File: src/design/rfgl_pkg.sv
// Package for the RMS frame gain leveler: payload types, sequencer states and fixed constants.
package rfgl_pkg;

	typedef struct packed {
		logic signed [15:0] sample;
		logic               last;
		logic               muted;
	} rfgl_in_t;

	typedef struct packed {
		logic [16:0] new_gain;
		logic [16:0] frame_level;
		logic        adjusted;
	} rfgl_out_t;

	typedef enum logic [2:0] {
		ST_IDLE,
		ST_ACC,
		ST_DIV,
		ST_SQRT,
		ST_MUL,
		ST_STEP,
		ST_EMIT
	} rfgl_state_t;

	localparam logic [1:0] CFG_TARGET = 2'd0;
	localparam logic [1:0] CFG_FLOOR  = 2'd1;
	localparam logic [1:0] CFG_STEP   = 2'd2;

	localparam logic [16:0] UNITY_GAIN = 17'd65536;
	localparam logic [16:0] RST_TARGET = 17'd1165;
	localparam logic [16:0] RST_FLOOR  = 17'd207;
	localparam logic [16:0] RST_STEP   = 17'd3277;

	// A square of a Q1.15 sample is at most 2^30, and so is the mean.
	localparam int SQ_W       = 31;
	localparam int MEAN_W     = 31;
	// Square root of 4 * mean: 34-bit radicand, 17-bit root.
	localparam int RAD_W      = 34;
	localparam int ROOT_W     = 17;
	localparam int SQRT_STEPS = 17;
	localparam int PROD_W     = 34;

	function automatic logic [16:0] sat_unity(input logic [16:0] v);
		return (v > UNITY_GAIN) ? UNITY_GAIN : v;
	endfunction

endpackage

File: src/design/rms_frame_gain_leveler.sv
// Top level of the RMS frame gain leveler: accumulator, shared divide and square root unit, gain step.
//
// Samples arrive on the smp channel (smp_valid, smp_stall, smp_data); a transfer happens on a
// rising edge with smp_valid high and smp_stall low. Each sample is taken in and squared
// in the idle state, and its square is added to the frame sum in the accumulate state.
// A sample with last set closes the frame, and the block then works out the frame's RMS
// level and new gain before it takes another sample: a restoring divide of the SUM_W-bit
// square sum (41 bits at the default MAX_FRAME_SAMPLES) at one quotient bit per cycle and
// a square root at one root bit per cycle, both run on the same subtractor, then a multiply,
// a gain step and the result load. Muted or empty frames skip the later steps, and frames
// below the detect floor skip the gain step.
// One result transfer on the res channel follows each frame. The result sits in an output
// register; if the receiver holds res_stall high the block still takes the samples of the
// next frame and only waits when that frame's result is ready to be loaded.
// Configuration writes on the cfg channel are always taken (cfg_ready is high) and should
// only be made while the block is idle. Values above 1.0 saturate to 1.0.
// Reset (arst_n low) restores the default registers, unity gain and an empty frame.
module rms_frame_gain_leveler
	import rfgl_pkg::*;
#(
	parameter int MAX_FRAME_SAMPLES = 1024
) (
	input  logic        clk,
	input  logic        arst_n,
	input  logic        smp_valid,
	output logic        smp_stall,
	input  rfgl_in_t    smp_data,
	output logic        res_valid,
	input  logic        res_stall,
	output rfgl_out_t   res_data,
	input  logic        cfg_valid,
	output logic        cfg_ready,
	input  logic [1:0]  cfg_index,
	input  logic [16:0] cfg_data
);

	// The tally must be able to hold the frame limit itself, and the sum that many maximal
	// squares.
	localparam int TALLY_W = $clog2(MAX_FRAME_SAMPLES + 1);
	localparam int SUM_W   = SQ_W - 1 + TALLY_W;
	// The subtractor serves both the divide remainder and the square root remainder.
	localparam int SUB_W   = (TALLY_W + 1 > 20) ? TALLY_W + 1 : 20;
	localparam int CNT_W   = $clog2(SUM_W + 1);
	localparam logic [TALLY_W-1:0] TALLY_MAX = TALLY_W'(MAX_FRAME_SAMPLES);
	localparam logic [CNT_W-1:0]   DIV_LAST  = CNT_W'(SUM_W - 1);
	localparam logic [CNT_W-1:0]   SQRT_LAST = CNT_W'(SQRT_STEPS - 1);

	rfgl_state_t          state_q, state_d;
	logic [CNT_W-1:0]     cnt_q;
	logic [SUM_W-1:0]     sum_q;
	logic [TALLY_W-1:0]   tally_q;
	logic [16:0]          gain_q, target_q, floor_q, step_q;
	logic                 res_valid_q;

	logic [SQ_W-1:0]      sq_q;
	logic                 last_q, muted_q;
	logic [SUB_W-1:0]     rem_q;
	logic [RAD_W-1:0]     rad_q;
	logic [ROOT_W-1:0]    root_q;
	logic [PROD_W-1:0]    prod_q;
	logic [16:0]          level_q;
	logic                 adj_q;
	rfgl_out_t            res_data_q;

	logic signed [31:0]   sq_full;
	logic                 take;
	logic [TALLY_W-1:0]   tally_nx;
	logic [SUM_W-1:0]     sum_nx;
	logic [SUB_W-1:0]     sub_a, sub_b;
	logic [SUB_W:0]       sub_diff;
	logic                 sub_ge;
	logic [SUM_W-1:0]     quot_nx;
	logic [32:0]          goal;
	logic                 too_quiet;
	logic signed [18:0]   gain_x;
	logic [16:0]          gain_new;
	logic                 emit_load;

	// Squaring happens as the sample is taken in; the product of two Q1.15 values never
	// exceeds 2^30, so 31 bits hold it.
	assign sq_full = 32'(smp_data.sample) * 32'(smp_data.sample);

	// Samples beyond the frame limit are neither summed nor counted.
	assign take     = (tally_q < TALLY_MAX);
	assign tally_nx = take ? tally_q + 1'b1 : tally_q;
	assign sum_nx   = take ? sum_q + SUM_W'(sq_q) : sum_q;

	// The one shared subtractor. In the divide it tries the divisor against the shifted
	// remainder; in the square root it tries 4 * root + 1 against the remainder with the
	// next two radicand bits brought in.
	always_comb begin
		if (state_q == ST_SQRT) begin
			sub_a = {rem_q[SUB_W-3:0], rad_q[RAD_W-1 -: 2]};
			sub_b = SUB_W'({root_q, 2'b01});
		end else begin
			sub_a = SUB_W'({rem_q[TALLY_W-1:0], sum_q[SUM_W-1]});
			sub_b = SUB_W'(tally_q);
		end
	end

	assign sub_diff = {1'b0, sub_a} - {1'b0, sub_b};
	assign sub_ge   = ~sub_diff[SUB_W];
	// The dividend shifts out of the sum register while quotient bits shift in behind it.
	assign quot_nx  = {sum_q[SUM_W-2:0], sub_ge};

	// Gain step: too quiet means level * gain falls short of target * 1.0. The step may
	// take the gain below zero, hence the signed intermediate before the clamp.
	assign goal      = {target_q, 16'd0};
	assign too_quiet = (prod_q < {1'b0, goal});

	always_comb begin
		if (too_quiet) begin
			gain_x = $signed({2'b00, gain_q}) + $signed({2'b00, step_q});
		end else begin
			gain_x = $signed({2'b00, gain_q}) - $signed({2'b00, step_q});
		end
		if (gain_x < $signed({2'b00, floor_q})) begin
			gain_new = floor_q;
		end else if (gain_x > $signed({2'b00, UNITY_GAIN})) begin
			gain_new = UNITY_GAIN;
		end else begin
			gain_new = gain_x[16:0];
		end
	end

	// The result register may be reloaded once its previous content has been transferred
	// or is being transferred in this cycle.
	assign emit_load = (state_q == ST_EMIT) && (!res_valid_q || !res_stall);

	always_comb begin
		state_d = state_q;
		unique case (state_q)
			ST_IDLE: begin
				if (smp_valid) begin
					state_d = ST_ACC;
				end
			end
			ST_ACC: begin
				if (!last_q) begin
					state_d = ST_IDLE;
				end else if (muted_q || (tally_nx == '0)) begin
					state_d = ST_EMIT;
				end else begin
					state_d = ST_DIV;
				end
			end
			ST_DIV: begin
				if (cnt_q == DIV_LAST) begin
					state_d = ST_SQRT;
				end
			end
			ST_SQRT: begin
				if (cnt_q == SQRT_LAST) begin
					state_d = ST_MUL;
				end
			end
			ST_MUL: begin
				// A level under the detect floor leaves the gain alone.
				if (root_q < floor_q) begin
					state_d = ST_EMIT;
				end else begin
					state_d = ST_STEP;
				end
			end
			ST_STEP: begin
				state_d = ST_EMIT;
			end
			ST_EMIT: begin
				if (emit_load) begin
					state_d = ST_IDLE;
				end
			end
			default: begin
				state_d = ST_IDLE;
			end
		endcase
	end

	assign smp_stall = (state_q != ST_IDLE);
	assign res_valid = res_valid_q;
	assign res_data  = res_data_q;
	assign cfg_ready = 1'b1;

	always_ff @(posedge clk or negedge arst_n) begin
		if (!arst_n) begin
			state_q     <= ST_IDLE;
			cnt_q       <= '0;
			sum_q       <= '0;
			tally_q     <= '0;
			gain_q      <= UNITY_GAIN;
			target_q    <= RST_TARGET;
			floor_q     <= RST_FLOOR;
			step_q      <= RST_STEP;
			res_valid_q <= 1'b0;
		end else begin
			state_q <= state_d;
			// The iteration counter restarts on every change of state.
			if (state_d != state_q) begin
				cnt_q <= '0;
			end else begin
				cnt_q <= cnt_q + 1'b1;
			end

			if (state_q == ST_ACC) begin
				sum_q   <= sum_nx;
				tally_q <= tally_nx;
			end else if (state_q == ST_DIV) begin
				sum_q <= quot_nx;
			end else if (emit_load) begin
				sum_q   <= '0;
				tally_q <= '0;
			end

			if (state_q == ST_STEP) begin
				gain_q <= gain_new;
			end

			if (emit_load) begin
				res_valid_q <= 1'b1;
			end else if (!res_stall) begin
				res_valid_q <= 1'b0;
			end

			if (cfg_valid) begin
				unique case (cfg_index)
					CFG_TARGET: target_q <= sat_unity(cfg_data);
					CFG_FLOOR:  floor_q  <= sat_unity(cfg_data);
					CFG_STEP:   step_q   <= sat_unity(cfg_data);
					default: begin
					end
				endcase
			end
		end
	end

	always_ff @(posedge clk) begin
		case (state_q)
			ST_IDLE: begin
				if (smp_valid) begin
					sq_q    <= sq_full[SQ_W-1:0];
					last_q  <= smp_data.last;
					muted_q <= smp_data.muted;
				end
			end
			ST_ACC: begin
				rem_q   <= '0;
				level_q <= '0;
				adj_q   <= 1'b0;
			end
			ST_DIV: begin
				if (cnt_q == DIV_LAST) begin
					// Radicand is 4 * mean; the mean never exceeds 2^30.
					rad_q  <= {1'b0, quot_nx[MEAN_W-1:0], 2'b00};
					rem_q  <= '0;
					root_q <= '0;
				end else begin
					rem_q <= sub_ge ? sub_diff[SUB_W-1:0] : sub_a;
				end
			end
			ST_SQRT: begin
				rem_q  <= sub_ge ? sub_diff[SUB_W-1:0] : sub_a;
				root_q <= {root_q[ROOT_W-2:0], sub_ge};
				rad_q  <= {rad_q[RAD_W-3:0], 2'b00};
			end
			ST_MUL: begin
				level_q <= root_q;
				prod_q  <= PROD_W'(root_q) * PROD_W'(gain_q);
				adj_q   <= 1'b0;
			end
			ST_STEP: begin
				// A step counts as an adjustment even when the clamp keeps the old gain.
				adj_q <= 1'b1;
			end
			ST_EMIT: begin
				if (emit_load) begin
					res_data_q.new_gain    <= gain_q;
					res_data_q.frame_level <= level_q;
					res_data_q.adjusted    <= adj_q;
				end
			end
			default: begin
			end
		endcase
	end

`ifndef SYNTH
	// A result only appears after the sequencer has been through its load state.
	a_res_from_emit: assert property (@(posedge clk) disable iff (!arst_n)
		$rose(res_valid) |-> $past(state_q == ST_EMIT))
		else $error("result raised outside the load state");

	// The clamp keeps the gain at or below unity.
	a_gain_max: assert property (@(posedge clk) disable iff (!arst_n)
		gain_q <= UNITY_GAIN)
		else $error("gain above unity");

	// The sample count never passes the frame limit.
	a_tally_max: assert property (@(posedge clk) disable iff (!arst_n)
		tally_q <= TALLY_MAX)
		else $error("sample count beyond frame limit");

	// A frame's work never overwrites a result that is still waiting to be transferred.
	a_no_overwrite: assert property (@(posedge clk) disable iff (!arst_n)
		(res_valid && res_stall) |=> (res_valid && $stable(res_data)))
		else $error("waiting result lost or changed");
`endif

endmodule

File: config.mk
export PLATFORM = sky130hd
export DESIGN_NAME = rms_frame_gain_leveler
export DESIGN_NICKNAME = d
export VERILOG_FILES = /design/src/design/rfgl_pkg.sv /design/src/design/rms_frame_gain_leveler.sv
export SDC_FILE = /design/constraint.sdc
export NUM_CORES = 2
export LEC_CHECK = 0
export BUFFER_PORTS_ARGS = -buffer_cell sky130_fd_sc_hd__buf_2
export CORE_ASPECT_RATIO = 0.7
export CORE_MARGIN = 2
export CORE_UTILIZATION = 25
export DETAILED_ROUTE_END_ITERATION = 12
export PLACE_DENSITY = 0.36
export SLEW_MARGIN = 10
export SYNTH_ARGS = -nofsm -noshare
export SYNTH_HDL_FRONTEND = slang
export SYNTH_SLANG_ARGS = --single-unit
File: constraint.sdc
create_clock -name clk -period 9.3 [get_ports clk]
set_input_delay 1.395 -clock clk [delete_from_list [all_inputs] [get_ports clk]]
set_output_delay 1.395 -clock clk [all_outputs]
set_load 0.01 [all_outputs]
Word-level counts from Yosys, hierarchy flattened
Index checks and enable logic that the tools add are counted.

operators by class
  $lt $le $gt $ge = 6
  equality and inequality tests = 15
  multipliers = 2
  bitwise logic cells = 1
  multiplexer cells = 34
  $add $sub $neg = 6
  reductions and logical operators = 24

operator list
  operator              number
  $mux 41               4
  $mux 17               4
  $pmux 17 s2           2
  $pmux 34 s2           1
  $pmux 18 s3           1
  $mux 11               4
  $add 41x31->41        1
  $mux 19               2
  $mux 18               2
  $lt 34x33->1          1
  $mul 17x17->34        1
  $mux 34               1
  $mul 16x16->31        1
  $pmux 3 s7            1
  $sub 20x19->21        1
  $mux 20               1
  $gt 19x18->1 const B  1
  $lt 19x18->1          1
  $add 17x17->18        1
  $mux 3                6
  $sub 17x17->18        1
  $gt 17x17->1 const B  1
  $lt 17x17->1          1
  $reduce_and 2->1      8
  27 further kinds      40

word-level totals
  input bits = 42
  bits in registers = 319
  logic and storage cells = 109
  output and inout port bits = 38

Depth between registers and ports, before layout
  word-level depth = 9
  mapped depth = 27
  mapped depth without buffers = 26

Worst setup path after synthesis
Ideal clock, no wire load.

  path type = input to register
  start point = input smp_data[17] (netlist name)
  end point = register sq_q[30], data pin
  data required time = 9040 ps
  setup slack = 1781 ps
  path buffers = 2
  data arrival time = 7259 ps
  setup time = 260 ps
  stages on the path = 24
  path through = clkbuf_1 -> inv_1 -> clkbuf_1 -> nor2_1 -> fa_1 -> inv_1 -> fa_1 -> inv_1 -> fa_1 -> fa_1 -> fa_1 -> inv_1 -> fa_1 -> inv_1 -> ha_1 -> and4_1 -> and3_1 -> o211ai_1 -> a21oi_1 -> nor2_1 -> a211o_1 -> o21bai_1 -> a21oi_1 -> xnor2_1

on the way
  longest elaborated chain between the ends = 1

RTL lines
  item                  line                           text
  from (decl)           rms_frame_gain_leveler.sv:27   input rfgl_in_t smp_data,
  $mul 16x16->31        rms_frame_gain_leveler.sv:81   assign sq_full = 32'(smp_data.sample) * 32'(smp_data.sample);
  net sq_full[30]       rms_frame_gain_leveler.sv:65   logic signed [31:0] sq_full;
  to (signal assigned)  rms_frame_gain_leveler.sv:240  sq_q <= sq_full[SQ_W-1:0];
  to (decl)             rms_frame_gain_leveler.sv:55   logic [SQ_W-1:0] sq_q;

The timed path passes the listed nets, and every way through them passes these cells.
A chain may end at the register's enable or synchronous reset.

Worst setup path in the final report
  start point = input smp_data[5] (netlist name)
  end point = register sq_q[30], data pin

Same word-level chain as after synthesis.

==> impl_metrics.xml <==
<?xml version="1.0" encoding="UTF-8"?>
<metrics>
  <group name="synth">
    <metric name="postSynthCellCount" unit="">3711</metric>
    <metric name="synth_enable_flop_cells" unit="">170</metric>
    <metric name="synth_async_sr_flop_share" unit="">0.433</metric>
    <metric name="syn_avg_cell_area" unit="um2">9.36</metric>
    <metric name="synth.yosys.seq_area_share" unit="">0.241</metric>
    <metric name="synth_fp_nets" unit="">4536</metric>
    <metric name="yosysWarningCount" unit="">0</metric>
    <metric name="synth_ff_type" unit="">sky130_fd_sc_hd__edfxtp_1</metric>
    <metric name="synth-seq-cells" unit="">300</metric>
    <metric name="syn-cell-area" unit="um2">34700</metric>
    <metric name="number_of_distinct_standard_cells_referenced_by_the_synthesized_netlist" unit="">88</metric>
  </group>
  <group name="clocking">
    <metric name="ctsHtreeMaxLevel" unit="">2</metric>
    <metric name="cts_resized" unit="">0</metric>
    <metric name="post_cts_hold_buffer_count" unit="">0</metric>
    <metric name="cts_buffer_count" unit="">39</metric>
    <metric name="clock_latency" unit="ps">590</metric>
    <metric name="cts-root-buf" unit="">sky130_fd_sc_hd__clkbuf_16</metric>
    <metric name="clock_sinks" unit="">300</metric>
    <metric name="tritoncts" unit="">yes</metric>
    <metric name="clkTransAtPathRegs" unit="ps">60</metric>
    <metric name="clock_tree.buffer_depth" unit="">3</metric>
    <metric name="post_cts.repair.setup_buffers" unit="">0</metric>
  </group>
  <group name="timing">
    <metric name="clock.fmax" unit="MHz">133</metric>
    <metric name="worst_slew_margin_rel" unit="">0.264</metric>
    <metric name="timing.final.crit_share" unit="">0.808</metric>
    <metric name="maxSlewViolCount" unit="">0</metric>
    <metric name="finClkSkew" unit="ps">50.1</metric>
    <metric name="post-route-min-period" unit="ps">7510</metric>
    <metric name="setup-violations-final" unit="">0</metric>
    <metric name="unrepaired_setup_endpoints_after_global_routing" unit="">no</metric>
    <metric name="fin_setup_tns" unit="ps">0</metric>
    <metric name="report.final.hold_viol_count" unit="">0</metric>
    <metric name="worst-slew-pin-transition" unit="ps">1100</metric>
  </group>
  <group name="worst_hold_path">
    <metric name="min_path_type" unit="">reg -&gt; reg</metric>
    <metric name="hold_path_startpoint" unit="">level_q[15]$_SDFFCE_PN0P_</metric>
    <metric name="worstHoldPathCells" unit="">0</metric>
  </group>
  <group name="routing">
    <metric name="dr.pass1.iters" unit="">7</metric>
    <metric name="first_iter_violations" unit="">1496</metric>
    <metric name="post_route_drc" unit="">0</metric>
    <metric name="drt.antenna.violating_nets" unit="">0</metric>
    <metric name="detailroute.via_count" unit="">24700</metric>
    <metric name="wirelength" unit="um">106000</metric>
    <metric name="via_per_inst" unit="">4.37</metric>
    <metric name="average_routed_wire_per_standard_cell" unit="um">18.8</metric>
  </group>
  <group name="die">
    <metric name="die-width" unit="um">449</metric>
    <metric name="core" unit="um2">138000</metric>
    <metric name="die_y" unit="um">316</metric>
    <metric name="num_io_pins" unit="">80</metric>
    <metric name="floorplan.initialDensity" unit="">0.252</metric>
    <metric name="die_area" unit="um2">142000</metric>
    <metric name="row_count" unit="">114</metric>
  </group>
  <group name="placement">
    <metric name="dp.final_hpwl" unit="um">83100</metric>
    <metric name="globalplace.congestion" unit="">0.783</metric>
    <metric name="port-buffer-count" unit="">78</metric>
  </group>
  <group name="critical_path">
    <metric name="crit_start" unit="">smp_data[5]</metric>
    <metric name="crit_fanout" unit="">14</metric>
    <metric name="critical_path_class" unit="">in -&gt; reg</metric>
    <metric name="regToRegStartpoint" unit="">gain_q[6]$_DFFE_PN0P_</metric>
    <metric name="crit_required" unit="ps">9590</metric>
    <metric name="ff2ff_path_depth" unit="">22</metric>
    <metric name="cp-start-kind" unit="">input pin</metric>
    <metric name="critPathArrivalTime" unit="ps">7800</metric>
    <metric name="crit_path_end_kind" unit="">flip-flop</metric>
  </group>
  <group name="layout">
    <metric name="mostFrequentLayoutCells" unit="">sky130_fd_sc_hd__inv_1, sky130_fd_sc_hd__nand2_1, sky130_fd_sc_hd__fa_1, sky130_fd_sc_hd__ha_1, sky130_fd_sc_hd__nor2_1</metric>
    <metric name="area_growth_from_synthesis_to_layout" unit="%">11.9</metric>
    <metric name="final_nets" unit="">4583</metric>
    <metric name="layout.cells.most_common" unit="">sky130_fd_sc_hd__inv_1</metric>
    <metric name="post_route_cells_drive_above_1_share" unit="">0.0747</metric>
  </group>
  <group name="job">
    <metric name="cap_viol_max_count" unit="">0</metric>
  </group>
  <group name="global_routing">
    <metric name="grt_pass1_wl" unit="um">165000</metric>
    <metric name="grt_pass1_vias" unit="">25500</metric>
    <metric name="globalRoute.totalOverflow" unit="">0</metric>
    <metric name="number_of_antenna_violations_at_the_first_check_in_global_routing" unit="">4</metric>
    <metric name="grt_max_degree" unit="">71</metric>
    <metric name="grtUsageTotal" unit="">0.152</metric>
  </group>
  <group name="outcome">
    <metric name="run_status" unit="">finished, final reports clean</metric>
  </group>
</metrics>
==> layer usage <==
metal / wire length (um) / vias up / track usage
li1: - / 12000 / -
met1: 61300 / 12200 / 0.259
met2: 39300 / 388 / 0.197
met3: 4740 / 67 / 0.0235
met4: 1090 / 0 / 0.0192
met5: 0 / - / 0
==> worst max-delay path, cell delays in order <==
cell                       delay (ps)
sky130_fd_sc_hd__buf_2            290
sky130_fd_sc_hd__inv_1            250
sky130_fd_sc_hd__nor2_1           180
sky130_fd_sc_hd__fa_1             520
sky130_fd_sc_hd__inv_1            270
sky130_fd_sc_hd__fa_1             520
sky130_fd_sc_hd__inv_1            300
sky130_fd_sc_hd__fa_1             490
sky130_fd_sc_hd__fa_1             490
sky130_fd_sc_hd__fa_1             540
sky130_fd_sc_hd__inv_1             60
sky130_fd_sc_hd__fa_1             560
sky130_fd_sc_hd__inv_1             50
sky130_fd_sc_hd__ha_1             350
sky130_fd_sc_hd__and4_1           260
sky130_fd_sc_hd__and3_1           170
sky130_fd_sc_hd__o211ai_1         120
sky130_fd_sc_hd__a21oi_1          250
sky130_fd_sc_hd__nor2_1            80
sky130_fd_sc_hd__a211o_1          280
sky130_fd_sc_hd__o21bai_1         140
sky130_fd_sc_hd__a21oi_1           90
sky130_fd_sc_hd__xnor2_1          130
==> worst paths after layout <==
path                                               end  slack (ps)
worst max register to register    prod_q[33]$_DFFE_PP_        1850
worst min register to register  res_data[16]$_DFFE_PP_         420
min in group asynchronous       floor_q[5]$_DFFE_PN0P_         690
worst min-delay path            res_data[16]$_DFFE_PP_         420
max in group asynchronous        sum_q[37]$_DFFE_PN0P_        6740
worst max-delay path                sq_q[30]$_DFFE_PP_        1790
==> through the flow <==
stage / setup WS [ps] / cell area (um2) / cells / hold slack (ps) / utilization
3_3_place_gp: 1200 / 37500 / 5573 / 409 / 0.272
3_5_place_dp: 1170 / 37500 / 5573 / 406 / 0.272
2_1_floorplan: 1780 / 34700 / 3711 / 400 / -
4_1_cts: 1740 / 38800 / 5644 / 421 / 0.282
6_report: 1790 / 38800 / 5646 / 420 / 0.282
5_1_grt: 1370 / 38800 / 5644 / 423 / 0.282
==> state kept, by name (all words and copies together), names as in the netlist <==
signal / cells
sum_q: 41
res_data: 35
rad_q: 32
sq_q: 30
prod_q: 18
rem_q: 18
floor_q: 17
gain_q: 17
level_q: 17
root_q: 17
step_q: 17
target_q: 17
tally_q: 11
cnt_q: 6
state_q: 3
adj_q: 1
last_q: 1
muted_q: 1
res_valid: 1
==> kinds of logic (layout without fill, tap and decap cells) <==
kind of cell             Yosys count  in the layout  synth area share
XOR/XNOR                         112            112            0.0285
adder cells (fa/ha/maj)          783            783             0.380
AND/OR/NAND/NOR                 1139           1139             0.151
buffers and inverters            819            896            0.0892
AO/OA/AOI/OAI                    531            531             0.102
other                              1              3          0.000108
multiplexers                      26             26           0.00771
flip-flops                       300            300             0.241
==> cell type report <==
cell class                 instances  area [um2]
fill                           14800       99100
multi-input combinational       2592       23300
sequential                       300        8380
inverter                         682        2560
tap                             1856        2320
clock buffer                      53        1110
timing repair buffer             143         885
clock inverter                    18         278
antenna                            2        5.00
==> cell usage after synthesis (all sizes together) (19+ instances only) <==
cell type | instances | area [um2]
a21o | 39 | 293
a21oi | 113 | 588
a221oi | 28 | 245
and2 | 188 | 1180
and3 | 40 | 250
clkbuf | 128 | 480
dfrtp | 111 | 2780
dfstp | 19 | 499
edfxtp | 170 | 5100
fa | 455 | 9110
ha | 328 | 4100
inv | 678 | 2540
mux2i | 20 | 200
nand2 | 510 | 1920
nand2b | 29 | 181
nand3 | 40 | 200
nor2 | 218 | 821
nor2b | 21 | 131
nor3 | 37 | 185
o21ai | 158 | 795
xnor2 | 85 | 752
xor2 | 27 | 236
Power is not shown: default switching activity piles up to over one toggle a cycle in this logic, so the estimate is an artifact.
